<file path="src/sv/rrtt_pkg.sv">
package rrtt_pkg;

    localparam logic [1:0] OP_ARM      = 2'd0;
    localparam logic [1:0] OP_RESPONSE = 2'd1;
    localparam logic [1:0] OP_TICK     = 2'd2;

    localparam logic [1:0] EV_NONE    = 2'd0;
    localparam logic [1:0] EV_SEND    = 2'd1;
    localparam logic [1:0] EV_OK      = 2'd2;
    localparam logic [1:0] EV_TIMEOUT = 2'd3;

    localparam logic [2:0] KIND_NONE     = 3'd0;
    localparam logic [2:0] KIND_CMD_ONLY = 3'd4;

    localparam logic [7:0] CMD_ONLY_ADDR = 8'hFF;
    localparam logic [7:0] SENDS_MAX     = 8'hFF;

    typedef enum logic [1:0] {
        ST_IDLE,
        ST_SCAN,
        ST_FLUSH
    } state_t;

    typedef struct packed {
        logic [7:0] command;
        logic [7:0] address;
        logic       active;
        logic       wait_mode;
        logic [7:0] retries;
        logic [7:0] sends;
        logic       payload_flag;
        logic       notify_flag;
    } entry_t;

    typedef struct packed {
        logic [1:0] event_res;
        logic [3:0] entry;
        logic       run_payload;
        logic       notify;
    } result_t;

endpackage

</file>
<file path="src/sv/rrtt_ram.sv">
module rrtt_ram #(
    parameter int WIDTH = 36,
    parameter int DEPTH = 16,
    localparam int AW = (DEPTH > 1) ? $clog2(DEPTH) : 1
) (
    input  logic             clk,
    input  logic             we,
    input  logic [AW-1:0]    waddr,
    input  logic [WIDTH-1:0] wdata,
    input  logic             re,
    input  logic [AW-1:0]    raddr,
    output logic [WIDTH-1:0] rdata
);

    logic [WIDTH-1:0] mem [DEPTH];

    always_ff @(posedge clk)
    begin
        if (we)
        begin
            mem[waddr] <= wdata;
        end
        if (re)
        begin
            rdata <= mem[raddr];
        end
    end

endmodule

</file>
<file path="src/sv/request_retry_timeout_table.sv">
// arm, undefined operations and responses with an invalid frame kind give their
// single result in the cycle after an accepted start; a response or tick walks the
// entries through the table memory, one entry a cycle, until a match, a send or the
// last entry, then closes the item in a flush state that gives its last result.
// throughput: an arm every cycle; no new start is taken while a walk is busy; the receiver cannot stall.
// reset (async, active low) clears every entry at once through per-entry valid bits.
module request_retry_timeout_table #(
    parameter int ENTRIES = 16
) (
    input  logic       clk,
    input  logic       rst_n,
    input  logic       start,
    output logic       busy,
    input  logic [1:0] operation,
    input  logic [3:0] slot,
    input  logic [7:0] command,
    input  logic [7:0] target_address,
    input  logic [7:0] retry_budget,
    input  logic       wait_response,
    input  logic       has_payload_handler,
    input  logic       has_notify_handler,
    input  logic [2:0] frame_kind,
    output logic       result_strobe,
    output logic [1:0] event_res,
    output logic [3:0] entry,
    output logic       run_payload,
    output logic       notify,
    output logic       last
);

    localparam int IDX_W = (ENTRIES > 1) ? $clog2(ENTRIES) : 1;
    localparam logic [IDX_W-1:0] LAST_IDX = IDX_W'(ENTRIES - 1);

    rrtt_pkg::state_t  state_reg, state_next;
    logic [IDX_W-1:0]  p_reg, p_next;
    logic              pend_valid_reg, pend_valid_next;
    rrtt_pkg::result_t pend_reg, pend_next;
    logic              strobe_reg, strobe_next;
    rrtt_pkg::result_t res_reg, res_next;
    logic              last_reg, last_next;
    logic [ENTRIES-1:0] valid_reg;

    logic [1:0]        op_reg;
    logic [7:0]        cmd_reg;
    logic [7:0]        addr_reg;
    logic              cmd_only_reg;

    logic              accept;
    logic              slot_ok;
    logic              kind_ok;
    logic              we;
    logic [IDX_W-1:0]  waddr;
    rrtt_pkg::entry_t  wdata;
    logic              re;
    logic [IDX_W-1:0]  raddr;
    logic [$bits(rrtt_pkg::entry_t)-1:0] rdata;
    rrtt_pkg::entry_t  cur;
    rrtt_pkg::entry_t  retired;
    logic [7:0]        sends_bumped;
    logic              hit;
    logic              at_last;
    logic              have_new;
    rrtt_pkg::result_t new_res;
    logic              stop;

    assign busy    = (state_reg != rrtt_pkg::ST_IDLE);
    assign accept  = start && !busy;
    assign slot_ok = (32'(slot) < 32'(ENTRIES));
    assign kind_ok = (frame_kind != rrtt_pkg::KIND_NONE) && (frame_kind <= rrtt_pkg::KIND_CMD_ONLY);

    rrtt_ram #(
        .WIDTH ($bits(rrtt_pkg::entry_t)),
        .DEPTH (ENTRIES)
    ) u_table (
        .clk   (clk),
        .we    (we),
        .waddr (waddr),
        .wdata (wdata),
        .re    (re),
        .raddr (raddr),
        .rdata (rdata)
    );

    assign cur = valid_reg[p_reg] ? rrtt_pkg::entry_t'(rdata) : '0;

    always_comb
    begin
        retired              = cur;
        retired.active       = 1'b0;
        retired.retries      = '0;
        retired.sends        = '0;
        retired.notify_flag  = 1'b0;
    end

    assign sends_bumped = (cur.sends == rrtt_pkg::SENDS_MAX) ? cur.sends : cur.sends + 8'd1;
    assign at_last      = (p_reg == LAST_IDX);

    always_comb
    begin
        if (cmd_only_reg)
        begin
            hit = (cur.address == rrtt_pkg::CMD_ONLY_ADDR) && (cur.command == cmd_reg);
        end
        else
        begin
            hit = (cur.command == cmd_reg) && (cur.address == addr_reg);
        end
    end

    always_comb
    begin
        state_next      = state_reg;
        p_next          = p_reg;
        pend_valid_next = pend_valid_reg;
        pend_next       = pend_reg;
        strobe_next     = 1'b0;
        res_next        = '0;
        last_next       = 1'b0;
        we              = 1'b0;
        waddr           = p_reg;
        wdata           = cur;
        re              = 1'b0;
        raddr           = '0;
        have_new        = 1'b0;
        new_res         = '0;
        stop            = 1'b0;

        unique case (state_reg)
            rrtt_pkg::ST_IDLE:
            begin
                if (accept)
                begin
                    unique case (operation) inside
                        rrtt_pkg::OP_ARM:
                        begin
                            if (slot_ok)
                            begin
                                we                 = 1'b1;
                                waddr              = IDX_W'(slot);
                                wdata.command      = command;
                                wdata.address      = target_address;
                                wdata.active       = 1'b1;
                                wdata.wait_mode    = wait_response;
                                wdata.retries      = retry_budget;
                                wdata.sends        = '0;
                                wdata.payload_flag = has_payload_handler;
                                wdata.notify_flag  = has_notify_handler;
                            end
                            strobe_next = 1'b1;
                            last_next   = 1'b1;
                        end
                        rrtt_pkg::OP_RESPONSE, rrtt_pkg::OP_TICK:
                        begin
                            if ((operation == rrtt_pkg::OP_TICK) || kind_ok)
                            begin
                                re              = 1'b1;
                                raddr           = '0;
                                p_next          = '0;
                                pend_valid_next = 1'b0;
                                state_next      = rrtt_pkg::ST_SCAN;
                            end
                            else
                            begin
                                strobe_next = 1'b1;
                                last_next   = 1'b1;
                            end
                        end
                        default:
                        begin
                            strobe_next = 1'b1;
                            last_next   = 1'b1;
                        end
                    endcase
                end
            end

            rrtt_pkg::ST_SCAN:
            begin
                re     = !at_last;
                raddr  = p_reg + IDX_W'(1);
                p_next = p_reg + IDX_W'(1);
                if (op_reg == rrtt_pkg::OP_RESPONSE)
                begin
                    if (hit)
                    begin
                        stop = 1'b1;
                        if (cur.sends != '0)
                        begin
                            we                  = 1'b1;
                            wdata               = retired;
                            have_new            = 1'b1;
                            new_res.event_res   = rrtt_pkg::EV_OK;
                            new_res.entry       = 4'(p_reg);
                            new_res.run_payload = cur.payload_flag;
                            new_res.notify      = cur.notify_flag;
                        end
                    end
                end
                else if (cur.active)
                begin
                    if (!cur.wait_mode || (cur.retries != '0))
                    begin
                        we          = 1'b1;
                        wdata.sends = sends_bumped;
                        if (!cur.wait_mode)
                        begin
                            wdata.active = 1'b0;
                        end
                        else
                        begin
                            wdata.retries = cur.retries - 8'd1;
                        end
                        have_new          = 1'b1;
                        new_res.event_res = rrtt_pkg::EV_SEND;
                        new_res.entry     = 4'(p_reg);
                        stop              = 1'b1;
                    end
                    else
                    begin
                        we                = 1'b1;
                        wdata             = retired;
                        have_new          = 1'b1;
                        new_res.event_res = rrtt_pkg::EV_TIMEOUT;
                        new_res.entry     = 4'(p_reg);
                        new_res.notify    = cur.notify_flag;
                    end
                end
                if (at_last)
                begin
                    stop = 1'b1;
                end
                // hold back one result so the final one can carry last
                if (have_new)
                begin
                    if (pend_valid_reg)
                    begin
                        strobe_next = 1'b1;
                        res_next    = pend_reg;
                    end
                    pend_valid_next = 1'b1;
                    pend_next       = new_res;
                end
                if (stop)
                begin
                    state_next = rrtt_pkg::ST_FLUSH;
                end
            end

            rrtt_pkg::ST_FLUSH:
            begin
                strobe_next     = 1'b1;
                last_next       = 1'b1;
                res_next        = pend_valid_reg ? pend_reg : '0;
                pend_valid_next = 1'b0;
                state_next      = rrtt_pkg::ST_IDLE;
            end

            default:
            begin
                state_next = rrtt_pkg::ST_IDLE;
            end
        endcase
    end

    always_ff @(posedge clk or negedge rst_n)
    begin
        if (!rst_n)
        begin
            state_reg      <= rrtt_pkg::ST_IDLE;
            p_reg          <= '0;
            pend_valid_reg <= 1'b0;
            strobe_reg     <= 1'b0;
            last_reg       <= 1'b0;
            res_reg        <= '0;
            valid_reg      <= '0;
        end
        else
        begin
            state_reg      <= state_next;
            p_reg          <= p_next;
            pend_valid_reg <= pend_valid_next;
            strobe_reg     <= strobe_next;
            last_reg       <= last_next;
            res_reg        <= res_next;
            if (we)
            begin
                valid_reg[waddr] <= 1'b1;
            end
        end
    end

    always_ff @(posedge clk)
    begin
        pend_reg <= pend_next;
        if (accept)
        begin
            op_reg       <= operation;
            cmd_reg      <= command;
            addr_reg     <= target_address;
            cmd_only_reg <= (frame_kind == rrtt_pkg::KIND_CMD_ONLY);
        end
    end

    assign result_strobe = strobe_reg;
    assign event_res     = res_reg.event_res;
    assign entry         = res_reg.entry;
    assign run_payload   = res_reg.run_payload;
    assign notify        = res_reg.notify;
    assign last          = last_reg;

endmodule
</file>
<file path="config.mk">
export PLATFORM = sky130hd
export DESIGN_NAME = request_retry_timeout_table
export DESIGN_NICKNAME = d
export VERILOG_FILES = /design/src/sv/rrtt_pkg.sv /design/src/sv/rrtt_ram.sv /design/src/sv/request_retry_timeout_table.sv
export SDC_FILE = /design/constraint.sdc
export NUM_CORES = 1
export LEC_CHECK = 0
export ABC_AREA = 1
export BUFFER_PORTS_ARGS = -buffer_cell sky130_fd_sc_hd__buf_2
export CAP_MARGIN = 5
export CELL_PAD_IN_SITES_DETAIL_PLACEMENT = 1
export CELL_PAD_IN_SITES_GLOBAL_PLACEMENT = 2
export CORE_UTILIZATION = 44
export DETAILED_ROUTE_END_ITERATION = 7
export GPL_TIMING_DRIVEN = 0
export PLACE_DENSITY_LB_ADDON = 0.12
export SETUP_SLACK_MARGIN = 0.02
export SLEW_MARGIN = 20
export SYNTH_ARGS = -nofsm -noshare
export SYNTH_HDL_FRONTEND = slang
export SYNTH_SLANG_ARGS = --single-unit
export TNS_END_PERCENT = 20
</file>
<file path="constraint.sdc">
create_clock -name clk -period 5.65 [get_ports clk]
set_input_delay 1.13 -clock clk [delete_from_list [all_inputs] [get_ports clk]]
set_output_delay 1.13 -clock clk [all_outputs]
set_load 0.02 [all_outputs]
</file>
; After elaboration in Yosys (flattened, before gate mapping)
; Memories as Yosys holds them, arrays and structs flattened. A register that Yosys moved wholly into a read port is not among the register bits.
; Cells that the tools add are included.
[word_totals]
reg_bits = 60
latch_bits = 0
ramBits = 576
rom_bits = 0
in_bits = 39
out_inout_bits = 11
word_cells = 142
n_memories = 1
[classes]
add_sub_neg = 3
mul = 0
n_div = 0
magnitude_cmp = 4
n_eq_ne = 16
n_shift = 0
n_mux = 75
bitwise = 1
n_reduce_logical = 24
[memory_table]
columns = name, words, word_bits, rd, rd_clocked_by_memory_dff, wr, line_no
row1 = u_table.mem, 16, 36, 1, 1, 1, rrtt_ram.sv:15  ; logic [WIDTH-1:0] mem [DEPTH];
[op_table]
columns = operator, n
row1 = two-way mux 36 bit, 3
row2 = two-way mux 20 bit, 4
row3 = one-hot mux 36 bit (2 select lines), 1
row4 = two-way mux 8 bit, 6
row5 = two-way mux 1 bit, 36
row6 = two-way mux 4 bit, 7
row7 = two-way mux 6 bit, 3
row8 = == test 8 bit, 2
row9 = "== test 8 bit, second input constant", 2
row10 = two-way mux 16 bit, 1
row11 = OR 16 bit, 1
row12 = one-hot mux 8 bit (2 select lines), 1
row13 = nonzero test 8 bit, 2
row14 = "less-than comparator 4 x 5 -> 1 bit, second input constant", 2
row15 = "adder 8 x 1 -> 8 bit, second input constant", 1
row16 = two-way mux 2 bit, 4
row17 = "inequality test 2 bit, second input constant", 4
row18 = one-hot mux 4 bit (2 select lines), 1
row19 = AND reduction 4 bit, 2
row20 = "subtractor 8 x 1 -> 8 bit, second input constant", 1
row21 = "== test 2 x 1 -> 1 bit, second input constant", 3
row22 = one-hot mux 1 bit (2 select lines), 3
row23 = one-hot mux 1 bit (3 select lines), 2
row24 = nonzero test 3 bit, 2
row25 = other kinds (19), 29

; Longest topological paths before layout
[depth]
depth_word = 12
ltp_mapped = 25
mapped_depth_nobuf = 23

; By module
; A second synthesis with hierarchy kept.
[unflattened]
hier_cells = 3052
area_unflattened_um2 = 30212.7
[modules_own_cells]
columns = mod, instances, cells_each, area_per_inst_um2, seq_area_each_um2
row1 = rrtt_ram, 1, 2379, 25754.7, 18377.6
row2 = request_retry_timeout_table, 1, 673, 4458.0, 1636.6

; Worst setup path after synthesis
; Ideal clock, no wire load.
[synth_timing]
path_type = input -> register
startpoint = in start
endpoint = mem u_table.mem[4][0] (enable)
setup_time_ps = 430
t_arrival_ps = 4000
required_ps = 5220
setup_slack_ps = 1220
path_stages = 9
n_path_buf = 1
cell_sequence = nand2_1 -> inv_1 -> nand2_1 -> buf_2 -> nand2_1 -> o21ai_0 -> inv_1 -> nand2_1 -> nor2_1
[synth_via]
elab_chain_len = 5
word_cells_on_any_way = 7
cone_classes = mux: 6 / reduce/logical: 1
[synth_rtl]
columns = item, line_no
row1 = start: declaration, request_retry_timeout_table.sv:12  ; input logic start,
row2 = logical AND 1 bit *, request_retry_timeout_table.sv:67  ; assign accept = start && !busy;
row3 = via accept, request_retry_timeout_table.sv:48  ; logic accept;
row4 = two-way mux 1 bit, request_retry_timeout_table.sv:131  ; if (accept)
row5 = one-hot mux 1 bit (2 select lines), request_retry_timeout_table.sv:128  ; unique case (state_reg)
row6 = two-way mux 1 bit, rrtt_ram.sv:19  ; if (we)
row7 = two-way mux 1 bit (implied by the code), rrtt_ram.sv:21  ; mem[waddr] <= wdata;
row8 = end: declaration, rrtt_ram.sv:15
; Mark *: on every way through the listed nets, which the timed path passes. The rest lies on a longest branch.

; Worst setup path in the final report
[layout_timing]
startpoint = reg state_reg[0]
endpoint = mem u_table.mem[9][28], data pin
[layout_via]
elab_chain_len = 5
word_cells_on_any_way = 7
cone_classes = eq/ne: 1 / mux: 2 / reduce/logical: 4
[layout_rtl]
columns = item, line_no
row1 = start: declaration, request_retry_timeout_table.sv:34  ; rrtt_pkg::state_t state_reg, state_next;
row2 = start signal: assignment, request_retry_timeout_table.sv:269  ; state_reg <= rrtt_pkg::ST_IDLE;
row3 = start signal: assignment, request_retry_timeout_table.sv:279  ; state_reg <= state_next;
row4 = nonzero test 2 bit, request_retry_timeout_table.sv:66  ; assign busy = (state_reg != rrtt_pkg::ST_IDLE);
row5 = logical NOT 1 bit, request_retry_timeout_table.sv:67
row6 = logical AND 1 bit, request_retry_timeout_table.sv:67
row7 = via accept, request_retry_timeout_table.sv:48
row8 = two-way mux 36 bit, request_retry_timeout_table.sv:131
row9 = one-hot mux 36 bit (2 select lines), request_retry_timeout_table.sv:128
row10 = via u_table.wdata[28], rrtt_ram.sv:9  ; input logic [WIDTH-1:0] wdata,
; The timed path passes the listed nets, and every way through them passes these cells.

==> qor.csv <==
stage;metric;value;unit
routing;Via density;5.996;
cells_and_area;Area Growth Syn to Fin;14.42;%
run;max cap viols;0;
worst_setup_path;R2R Setup Slk;690;ps
clock_tree;number of H-tree levels;3;
cells_and_area;Filler cells;6532;
yosys;Cell Area, Synth;27690;um2
routing;Post-DRT Antenna Nets;0;
yosys;Commonest cells post-synth;edfxtp_1 (639), nor2_1 (410), o21ai_0 (406);
grt;GRT Overall Usage;31.20;%
floorplanning;DIE HEIGHT;252.9;um
hold_path;hold path startpoint;valid_reg[9];
worst_setup_path;CP max FO;22;
grt;Remaining Overflow, GRT;0;
cells_and_area;cell area after layout;31680;um2
place;GP Congestion;0.8707;
hold_path;Hold Path Class;flop to flop;
clock_tree;post-cts resize count;0;
yosys;#FFs+latches synth;672;
routing;DRC;0;
hold_path;hold worst-path end;valid_reg[9];
clock_tree;Clk Latency, worst-skew pair;630;ps
clock_tree;cts hold-fix bufs;0;
worst_setup_path;R2R Path End;u_table.mem[9][28];
cells_and_area;Final Util;51.15;%
sta;Worst Tran Pin Value;1131;ps
clock_tree;root buf cell;clkbuf_16;
sta;Clock Skew;29.70;ps
power;PnR Total Power;18.45;mW
sta;WHS;449.7;ps
routing;initial DRC count;2168;
cells_and_area;fraction of layout cells with a size suffix above 1;9.748;%
yosys;Synth Instances;2304;
clock_tree;# clock sinks;672;
cells_and_area;diodes inserted;0;
place;placed inst area;29430;um2
sta;fin crit share;87.78;%
routing;final WL;98820;um
routing;vias;20030;
sta;RSZ-0062 raised after global routing;false;
worst_setup_path;worst r2r path cells;10;
place;Port Buffers;49;
routing;drt first pass iters;5;
sta;Final Setup Violations;0;
worst_setup_path;CP Capture Type;flop;
grt;initial antenna violation count;1;
floorplanning;floorplan row count;91;
hold_path;worst hold path cell count;2;
clock_tree;Post-CTS Setup Inserts;0;
yosys;most numerous cell in the Yosys netlist;edfxtp_1;
yosys;register area share after synthesis;72.28;%
status;outcome;completed;
floorplanning;Die ar.;63940;um2
yosys;Ys Warns;0;
worst_setup_path;Worst Path Arrival;5140;ps
clock_tree;Reg clk slew, reported paths;60;ps
yosys;asr flop ratio synth;4.911;%
place;dpl hpwl;65030;um
yosys;Synth Flop Type;edfxtp_1;
yosys;Yosys cell types;36;
power;Max IR drop VDD;0.0003087;V
worst_setup_path;Data required, critical path;5830;ps
routing;DR WL/cell;29.59;um
power;PwrDens;582.2;nW/um2
grt;first-pass GRT wire length;141100;um
power;Leak;10.88;nW
cells_and_area;max reg flops;576;
yosys;top cell type by total area after synthesis;edfxtp_1;
grt;number of global-route vias before repair;20470;
worst_setup_path;CP Launch Type;flop;
worst_setup_path;CP Class;flop to flop;
grt;largest net degree at the start of global routing;37;
floorplanning;die width;252.9;um
cells_and_area;Layout Nets;2503;
floorplanning;io pins;50;
yosys;post-synth top area share;69.30;%
worst_setup_path;R2R Path Start;state_reg[0];
yosys;ranking of synthesized cells by area;edfxtp_1 (69%), o21ai_0 (7.3%), nor2_1 (5.6%);
floorplanning;core area;61940;um2
sta;final hold violations;0;
sta;Peak Freq;201.6;MHz
floorplanning;Initial Util;44.71;%
sta;Slew Limit Fails;0;
sta;post-route minimum period;4959;ps
clock_tree;total CTS buffers;72;
yosys;Synthesized Nets;2354;
clock_tree;CTS Buffer Depth;3;
sta;slew margin rel.;24.61;%
yosys;Synth Area per Inst;12.02;um2
clock_tree;CTS tree;yes;
yosys;Post-synth EDFFs;639;
==> layout make-up <==
class                   instances  area (um2)  share of cell area (%)
well taps                     837        1047                   3.305
repair buffers                 75       621.8                   1.963
clock buffers                  85        1913                   6.038
flip-flops and latches        672       20010                   63.17
inverters                     108       435.4                   1.374
plain buffers                 135       561.8                   1.773
clock inverters                39       326.6                   1.031
multi-input cells            1389        6763                   21.35
==> metrics by stage <==
stage	TNS (ps)	setup slack [ps]	instances
CTS	0	746.9	3340
global route	0	663.9	3340
finish	0	690.7	3340
global placement	-226490	-1806	3190
detailed placement	0	605.4	3216
floorplan	0	1220	2304
==> cell families after synthesis <==
| group | synth area share [%] |
|---|---|
| buf+inv | 3.484 |
| compound gates | 12.32 |
| flops | 72.28 |
| xor+xnor | 0.1898 |
| simple gates | 11.23 |
| fa+ha+maj | 0.4970 |
==> worst max-delay path, stage by stage, from the launching register on <==
cell      delay, ps
dfrtp_1         410
inv_1           110
ha_1            590
nand2_1         170
inv_2           550
nand2_1         360
buf_2           340
nor2_2          380
buf_8           220
clkbuf_1        730
o22ai_1         630
==> where the power goes <==
part	internal (mW)	total [mW]	switching, mW
clock network	2.64	4.60	1.96
registers	7.16	7.34	0.172
logic	1.43	6.50	5.08
total	11.2	18.4	7.21
==> cell usage in the layout, fill, tap and decap left out, drive strengths merged <==
cell / count
edfxtp: 639
nor4: 1
nand3: 70
or2: 2
xnor2: 1
xor2: 5
o311ai: 7
dfrtp: 33
o221ai: 59
nor2: 412
o21ai: 408
bufinv: 5
clkbuf: 193
nand2: 271
a21oi: 10
inv: 109
buf: 102
nand3b: 7
ha: 11
o22ai: 92
o21bai: 1
nand4: 6
nor3: 5
o31ai: 2
o211ai: 19
clkinv: 33
==> routing by layer <==
metal,track usage [%],routed length [um]
met5,0,0
met4,12.31,3878
met3,4.441,6831
met2,50.80,46920
met1,42.30,41190
==> worst max-delay path by stage <==
stage / from / endpoint / slack, ps
final: state_reg[0] / u_table.mem[9][28] / 690
after global placement: start / u_table.mem[4][22] / -1810
after global routing: state_reg[0] / u_table.mem[12][1] / 660
after CTS: state_reg[0] / u_table.mem[13][32] / 750
after floorplan: start / u_table.mem[4][0] / 1220
after detailed placement: start / u_table.mem[2][30] / 610
(Power assumes the default switching activity.)
